`src/rtl/gne_pkg.sv`:
```
package gne_pkg;

    // Size of the wire store; indexes at or above it are flagged.
    localparam int NUM_WIRES = 65536;
    localparam int ADDR_W    = $clog2(NUM_WIRES);
    localparam int IDX_W     = 16;
    localparam int OP_W      = 3;

    localparam logic [OP_W-1:0] OP_LOAD = 3'd0;
    localparam logic [OP_W-1:0] OP_XOR  = 3'd1;
    localparam logic [OP_W-1:0] OP_AND  = 3'd2;
    localparam logic [OP_W-1:0] OP_INV  = 3'd3;
    localparam logic [OP_W-1:0] OP_READ = 3'd4;

    // controller -> datapath
    typedef struct packed {
        logic capture;   // latch request fields
        logic rd_a;      // read first source wire
        logic rd_b;      // read second source wire
        logic hold_a;    // keep first source bit
        logic wr;        // write the store
        logic emit;      // load result registers
    } gne_cmd_t;

    // datapath -> controller
    typedef struct packed {
        logic            range_err;
        logic [OP_W-1:0] op;
    } gne_stat_t;

    function automatic logic idx_ok(input logic [IDX_W-1:0] idx);
        logic [31:0] ext;
        ext = 32'(idx);
        return (ext < 32'(NUM_WIRES));
    endfunction

    function automatic logic [ADDR_W-1:0] to_addr(input logic [IDX_W-1:0] idx);
        logic [31:0] ext;
        ext = 32'(idx);
        return ext[ADDR_W-1:0];
    endfunction

endpackage

```
`src/rtl/gne_ctrl.sv`:
```
module gne_ctrl
    import gne_pkg::*;
(
    input  logic      clk,
    input  logic      rst_n,
    input  logic      start,
    output logic      busy,
    output logic      result_valid,
    output gne_cmd_t  cmd,
    input  gne_stat_t stat
);

    typedef enum logic [1:0] {
        S_IDLE,
        S_DECODE,
        S_SECOND,
        S_COMBINE
    } state_t;

    state_t state_reg;
    state_t state_next;
    logic   result_valid_reg;
    logic   result_valid_next;

    always_ff @(posedge clk or negedge rst_n)
    begin
        if (!rst_n)
        begin
            state_reg        <= S_IDLE;
            result_valid_reg <= 1'b0;
        end
        else
        begin
            state_reg        <= state_next;
            result_valid_reg <= result_valid_next;
        end
    end

    always_comb
    begin
        cmd               = '0;
        state_next        = state_reg;
        result_valid_next = 1'b0;
        unique case (state_reg)
            S_IDLE:
            begin
                if (start)
                begin
                    cmd.capture = 1'b1;
                    state_next  = S_DECODE;
                end
            end
            S_DECODE:
            begin
                state_next = S_IDLE;
                if (stat.range_err)
                begin
                    cmd.emit          = 1'b1;
                    result_valid_next = 1'b1;
                end
                else
                begin
                    unique case (stat.op)
                        OP_LOAD:
                        begin
                            cmd.wr = 1'b1;
                        end
                        OP_XOR, OP_AND, OP_INV, OP_READ:
                        begin
                            cmd.rd_a   = 1'b1;
                            state_next = S_SECOND;
                        end
                        default:
                        begin
                            state_next = S_IDLE;
                        end
                    endcase
                end
            end
            S_SECOND:
            begin
                // first source bit is on the RAM output now
                state_next = S_IDLE;
                unique case (stat.op)
                    OP_READ:
                    begin
                        cmd.emit          = 1'b1;
                        result_valid_next = 1'b1;
                    end
                    OP_INV:
                    begin
                        cmd.wr = 1'b1;
                    end
                    default:
                    begin
                        cmd.hold_a = 1'b1;
                        cmd.rd_b   = 1'b1;
                        state_next = S_COMBINE;
                    end
                endcase
            end
            S_COMBINE:
            begin
                cmd.wr     = 1'b1;
                state_next = S_IDLE;
            end
            default:
            begin
                state_next = S_IDLE;
            end
        endcase
    end

    assign busy         = (state_reg != S_IDLE);
    assign result_valid = result_valid_reg;

endmodule

```
`config.mk`:
```
export PLATFORM = sky130hd
export DESIGN_NAME = gne_ctrl
export DESIGN_NICKNAME = d
export VERILOG_FILES = /design/src/rtl/gne_pkg.sv /design/src/rtl/gne_ctrl.sv
export SDC_FILE = /design/constraint.sdc
export NUM_CORES = 1
export LEC_CHECK = 0
export BUFFER_PORTS_ARGS = -buffer_cell sky130_fd_sc_hd__buf_4
export CORE_AREA = 2 2 39 41
export DETAILED_ROUTE_END_ITERATION = 16
export DIE_AREA = 0 0 41 43
export PLACE_DENSITY = 0.46
export SETUP_SLACK_MARGIN = 0.02
export SYNTH_ARGS = -nofsm -noshare
export SYNTH_HDL_FRONTEND = slang
export SYNTH_SLANG_ARGS = --single-unit
export TNS_END_PERCENT = 5
```
`constraint.sdc`:
```
create_clock -name clk -period 3.2 [get_ports clk]
set_input_delay 0.64 -clock clk [delete_from_list [all_inputs] [get_ports clk]]
set_output_delay 0.64 -clock clk [all_outputs]
set_load 0.01 [all_outputs]
```
==> flow_metrics.py, run 1 <==
metrics = {
    "sta": {
        "period_minus_slack_ps": 2413,
        "period_share_pct": 75.40,
        "relSlewSlack_pct": 81.70,
        "finalSetupViolCount": 0,
        "worstMarginPinSlew_ps": 273.3,
        "fin_skew_ps": 3.271,
        "setup-tns-final_ps": 0,
        "finalHoldViolations": 0,
        "finalMaxSlewViolations": 0,
        "clock.fmax_ghz": 0.4144,
        "rsz0062_at_grt": "false",
        "finalWorstSetupSlack_ps": 787.1,
    },
    "yosys": {
        "post-synth-top-area-cell": "dfrtp_1",
        "synth_top_family_by_area": "simple AND/OR/NAND/NOR gates",
        "synth_top_area_share_pct": 24.90,
        "syn_inst": 35,
        "synthArstFlopShare_pct": 100.0,
        "synthAdderAreaFrac_pct": 20.75,
        "synth_nets": 47,
        "yosysWarnings": 0,
        "ys_seq_elements": 3,
        "synth.top_cells.by_area": "dfrtp_1, ha_1, inv_1, buf_4, a31oi_1",
        "synth_compound_area_share_pct": 15.35,
        "synth.cell_area_um2": 301.5,
        "synth-edff-count": 0,
        "ys_dominant_reg_cell": "dfrtp_1",
        "yosysSeqAreaShare_pct": 24.90,
        "synth_cell_types": 21,
        "synth-simple-area-share_pct": 23.24,
        "avgSynthCellArea_um2": 8.615,
        "muxShareOfSynthArea_pct": 3.320,
        "synth_xor_area_share_pct": 0,
    },
    "route": {
        "wl_per_cell_um": 9.075,
        "num_vias": 294,
        "first_pass_iters": 4,
        "ant_nets": 0,
        "wirelength_um": 608,
        "drt_iter0_drc": 2,
        "via_per_inst": 4.388,
        "drcViolationCount": 0,
    },
    "critical_path": {
        "cp.depth": 6,
        "arrival_ps": 1770,
        "crit_buf_inv": 2,
        "r2r_end": "state_reg[1]$_DFFE_PN0P_",
        "critPathCaptureType": "output port",
        "slowest_delay_ps": 440,
        "cp-start-kind": "flop",
        "crit_type": "reg -> out",
        "critPathTopFamily": "simple AND/OR/NAND/NOR gates",
        "crit_end": "cmd[1]",
        "crit_chain": "inv_1 > ha_1 > or4b_1 > a21oi_1 > o21a_1 > buf_4",
        "r2r_slack_ps": 1930,
        "crit_fanout": 4,
        "r2r_start": "state_reg[0]$_DFFE_PN0P_",
        "setup.worst_path.start": "state_reg[1]$_DFFE_PN0P_",
        "cp.required_ps": 2560,
        "reg2reg_depth": 5,
        "cp_slowest_cell": "or4b_1",
    },
    "floorplanning": {
        "num_rows": 14,
        "die_x_um": 41,
        "start_util_pct": 21.79,
        "io_pins": 15,
        "die-area_um2": 1763,
        "core-area_um2": 1384,
        "dieHeight_um": 43,
    },
    "clocking": {
        "postCtsHoldBufs": 0,
        "cts_buffers": 3,
        "h-tree-depth": 1,
        "cts_sinks": 3,
        "cts_resized": 0,
        "clock_latency_ps": 230,
        "clkTransAtPathRegs_ps": 40,
        "post_cts.repair.setup_buffers": 0,
        "cts_buffer_depth": 2,
        "tritoncts": "built",
        "cts_root_buffer": "clkbuf_4",
    },
    "global_route": {
        "gr-total-overflow": 0,
        "grt_first_pass_wirelength_mm": 1.076,
        "grt_pass1_vias": 284,
        "grt_usage_pct": 8.726,
        "antenna_found_initial": 0,
        "grt_start_max_net_pins": 8,
    },
    "power": {
        "sequentialPowerShare_pct": 22.7,
        "clkPwrFrac_pct": 21.5,
        "leakage_nw": 0.2359,
        "switching_share_pct": 38.38,
        "p_switching_uw": 116.0,
        "p_total_uw": 302.1,
        "internal_power_uw": 186.2,
        "pwr-share-comb_pct": 55.8,
        "ir_worst_vdd_mv": 0.2007,
        "power_density_nw_per_um2": 690.0,
    },
    "job": {
        "cap_violations": 0,
    },
    "place": {
        "io_buffers": 14,
        "post-place-ws_ps": 890.8,
        "place.gp.congestion": 0.6445,
        "dp_hpwl_um": 487,
        "placed_cell_area_um2": 411.6,
        "dp_cells": 63,
    },
    "layout": {
        "num-fill-cells": 147,
        "largest_reg_flops": 2,
        "area_delta_synth_final_pct": 45.23,
        "fin_area_um2": 437.9,
        "drive_gt1_share_pct": 37.25,
        "n_antenna_cell": 0,
        "nets": 64,
        "final_cells": 67,
    },
    "outcome": {
        "status": "finished clean",
    },
    "min_path": {
        "min_path_type": "in -> async",
    },
}
-- cell type report --
class,instances,area [um2],area share (%)
multi-input cells,24,188.9,43.14
inverters,6,22.52,5.143
flip-flops and latches,3,75.07,17.14
clock buffers,4,26.28,6.000
repair buffers,14,105.1,24.00
well taps,16,20.02,4.571
-- cells in the mapped netlist, types with 2 or more instances --
cell type  number
ha_1            5
inv_1           6
dfrtp_1         3
nor2_1          2
buf_4           2
a31oi_1         2
-- through the flow --
step | hold slack [ps] | utilization, %
after detailed placement | 432.2 | 29.75
after floorplan | 344.4 | -
final | 190.1 | 31.65
after CTS | 184.7 | 31.65
after global placement | 430.7 | 29.75
after global routing | 182.2 | 31.65
-- logic make-up (layout without fill, tap and decap cells) --
family | Yosys count | after routing
adders and majority gates | 5 | 5
AOI/OAI and AO/OA | 7 | 7
muxes | 1 | 1
buffers and inverters | 8 | 24
DFF | 3 | 3
and+or+nand+nor | 11 | 11
-- cells in the final DEF, fill, tap and decap left out, drive strengths merged --
| cell | n |
|---|---|
| clkbuf | 4 |
| o21a | 1 |
| dfrtp | 3 |
| nor2b | 1 |
| or4b | 1 |
| nand2b | 1 |
| a21oi | 1 |
| inv | 6 |
| nand2 | 1 |
| buf | 14 |
| nand3 | 1 |
| or3 | 1 |
| nand4b | 1 |
| or3b | 1 |
| a32oi | 1 |
| o211ai | 1 |
| nor2 | 2 |
| mux2i | 1 |
| a31oi | 2 |
| ha | 5 |
| o21ai | 1 |
| and2 | 1 |
-- worst min-delay path by stage --
stage	depth (start not counted)	slack (ps)	startpoint	endpoint
floorplan	0	340	rst_n	result_valid$_DFF_PN0_
global placement	1	430	rst_n	result_valid$_DFF_PN0_
detailed placement	1	430	rst_n	result_valid$_DFF_PN0_
CTS	1	180	rst_n	state_reg[1]$_DFFE_PN0P_
global route	1	180	rst_n	state_reg[1]$_DFFE_PN0P_
finish	1	190	rst_n	state_reg[0]$_DFFE_PN0P_
-- power by group through the flow --
stage,logic (mW),clock network [mW],registers (mW)
2_1_floorplan,0.108,0,0.0676
3_3_place_gp,0.174,0,0.0689
3_5_place_dp,0.171,0,0.0682
4_1_cts,0.171,0.0680,0.0684
5_1_grt,0.194,0.0719,0.0714
6_report,0.168,0.0651,0.0686
-- per-layer routing --
metal | vias up | global-route usage (%) | wire, um
met5 | - | 0 | 0
met4 | 0 | 6.000 | 0
met3 | 0 | 1.571 | 26
met2 | 5 | 12.19 | 304
met1 | 139 | 11.54 | 277
li1 | 150 | - | -
Note: power is estimated with default switching activity, not from simulation.
==> run 2: changes to the inputs <==
==> constraint.sdc (replaced) <==
create_clock -name clk -period 2.4 [get_ports clk]
set_input_delay 0.48 -clock clk [delete_from_list [all_inputs] [get_ports clk]]
set_output_delay 0.48 -clock clk [all_outputs]
set_load 0.01 [all_outputs]
==> flow_metrics.py, run 2 (synthesized netlist as in run 1, its figures left out) <==
metrics = {
    "place": {
        "io_buffers": 14,
        "post-place-ws_ps": 397.1,
        "place.gp.congestion": 0.7004,
        "dp_hpwl_um": 483.7,
    },
    "floorplanning": {
        "die_x_um": 41,
        "core-area_um2": 1384,
        "num_rows": 14,
        "io_pins": 15,
        "die-area_um2": 1763,
        "start_util_pct": 21.79,
        "dieHeight_um": 43,
    },
    "clocking": {
        "clock_latency_ps": 240,
        "tritoncts": "built",
        "postCtsHoldBufs": 0,
        "cts_buffers": 3,
        "post_cts.repair.setup_buffers": 0,
        "clkTransAtPathRegs_ps": 40,
        "cts_resized": 0,
        "cts_buffer_depth": 2,
        "cts_sinks": 3,
        "cts_root_buffer": "clkbuf_4",
        "h-tree-depth": 1,
    },
    "route": {
        "via_per_inst": 4.254,
        "ant_nets": 0,
        "wirelength_um": 591,
        "num_vias": 285,
        "drt_iter0_drc": 1,
        "drcViolationCount": 0,
        "wl_per_cell_um": 8.821,
        "first_pass_iters": 2,
    },
    "layout": {
        "layout_commonest_cell": "buf_4",
        "area_delta_synth_final_pct": 45.23,
        "num-fill-cells": 156,
        "largest_reg_flops": 2,
        "mostFrequentLayoutCells": "buf_4, inv_1, ha_1",
        "nets": 64,
        "n_antenna_cell": 0,
        "drive_gt1_share_pct": 39.22,
    },
    "critical_path": {
        "arrival_ps": 1750,
        "critPathCaptureType": "output port",
        "r2r_start": "state_reg[0]$_DFFE_PN0P_",
        "reg2reg_depth": 5,
        "r2r_slack_ps": 1130,
        "cp.required_ps": 1920,
        "setup.worst_path.start": "state_reg[1]$_DFFE_PN0P_",
        "crit_fanout": 4,
        "cp-start-kind": "flop",
        "crit_type": "reg -> out",
        "crit_end": "cmd[1]",
        "r2r_end": "state_reg[1]$_DFFE_PN0P_",
    },
    "global_route": {
        "grt_start_max_net_pins": 8,
        "grt_usage_pct": 9.054,
        "grt_pass1_vias": 291,
        "grt_first_pass_wirelength_mm": 1.055,
        "antenna_found_initial": 0,
        "gr-total-overflow": 0,
    },
    "sta": {
        "period_share_pct": 92.94,
        "finalMaxSlewViolations": 0,
        "fin_skew_ps": 5.448,
        "clock.fmax_ghz": 0.4483,
        "rsz0062_at_grt": "false",
        "finalHoldViolations": 0,
        "period_minus_slack_ps": 2231,
        "finalWorstSetupSlack_ps": 169.4,
        "setup-tns-final_ps": 0,
        "relSlewSlack_pct": 83.27,
        "worstMarginPinSlew_ps": 249.8,
        "finalSetupViolCount": 0,
    },
    "power": {
        "internal_power_uw": 249.2,
        "ir_worst_vdd_mv": 0.2586,
        "p_switching_uw": 157.8,
        "sequentialPowerShare_pct": 22.1,
        "leakage_nw": 0.2358,
        "clkPwrFrac_pct": 22.1,
        "power_density_nw_per_um2": 929.4,
        "switching_share_pct": 38.78,
        "pwr-share-comb_pct": 55.8,
    },
    "job": {
        "cap_violations": 0,
    },
    "min_path": {
        "min_path_type": "in -> async",
    },
    "outcome": {
        "status": "finished clean",
    },
}
-- run 2: cell counts in the layout (fill, tap and decap cells not counted) --
Identical to the previous run, type by type.
-- run 2: per-layer routing --
metal / routed length (um) / track usage, %
met1: 256 / 9.709
met2: 293 / 14.06
met3: 21 / 1.571
met4: 19 / 8.000
met5: 0 / 0
-- run 2: worst min path at each step --
stage / start / end / slack, ps / depth (start not counted)
2_1_floorplan: rst_n / result_valid$_DFF_PN0_ / 180 / 0
3_3_place_gp: rst_n / result_valid$_DFF_PN0_ / 270 / 1
6_report: rst_n / state_reg[1]$_DFFE_PN0P_ / 20 / 1
4_1_cts: rst_n / state_reg[1]$_DFFE_PN0P_ / 20 / 1
5_1_grt: rst_n / state_reg[1]$_DFFE_PN0P_ / 20 / 1
3_5_place_dp: rst_n / result_valid$_DFF_PN0_ / 270 / 1
-- run 2: through the flow --
stage	hold WS, ps	total power [mW]	utilization (%)	std cells	instance area, um2
after detailed placement	272.5	0.3194	29.75	63	411.6
after global placement	270.0	0.3232	29.75	63	411.6
final	22.12	0.4070	31.65	67	437.9
after floorplan	184.4	0.2340	-	35	301.5
after global routing	15.19	0.4566	31.65	67	437.9
after CTS	15.81	0.4148	31.65	67	437.9
-- run 2: power groups by stage --
| stage | sequential [mW] | clock, mW | combinational, mW |
|---|---|---|---|
| finish | 0.0899 | 0.0899 | 0.227 |
| global route | 0.0934 | 0.0997 | 0.263 |
| CTS | 0.0894 | 0.0946 | 0.231 |
| detailed placement | 0.0901 | 0 | 0.229 |
| global placement | 0.0915 | 0 | 0.232 |
| floorplan | 0.0901 | 0 | 0.144 |
-- run 2: cell type report --
class                      instances  area (um2)  area share [%]
tap                               16       20.02           4.571
clock buffer                       4       26.28           6.000
multi-input combinational         24       188.9           43.14
sequential                         3       75.07           17.14
inverter                           6       22.52           5.143
timing repair buffer              14       105.1           24.00
-- run 2: critical path, stage by stage, from the launching register on --
cell and delay (ps):
dfrtp_1 410, inv_2 90, ha_1 180, or4b_1 440, a21oi_1 170, o21a_1 120
buf_4 110
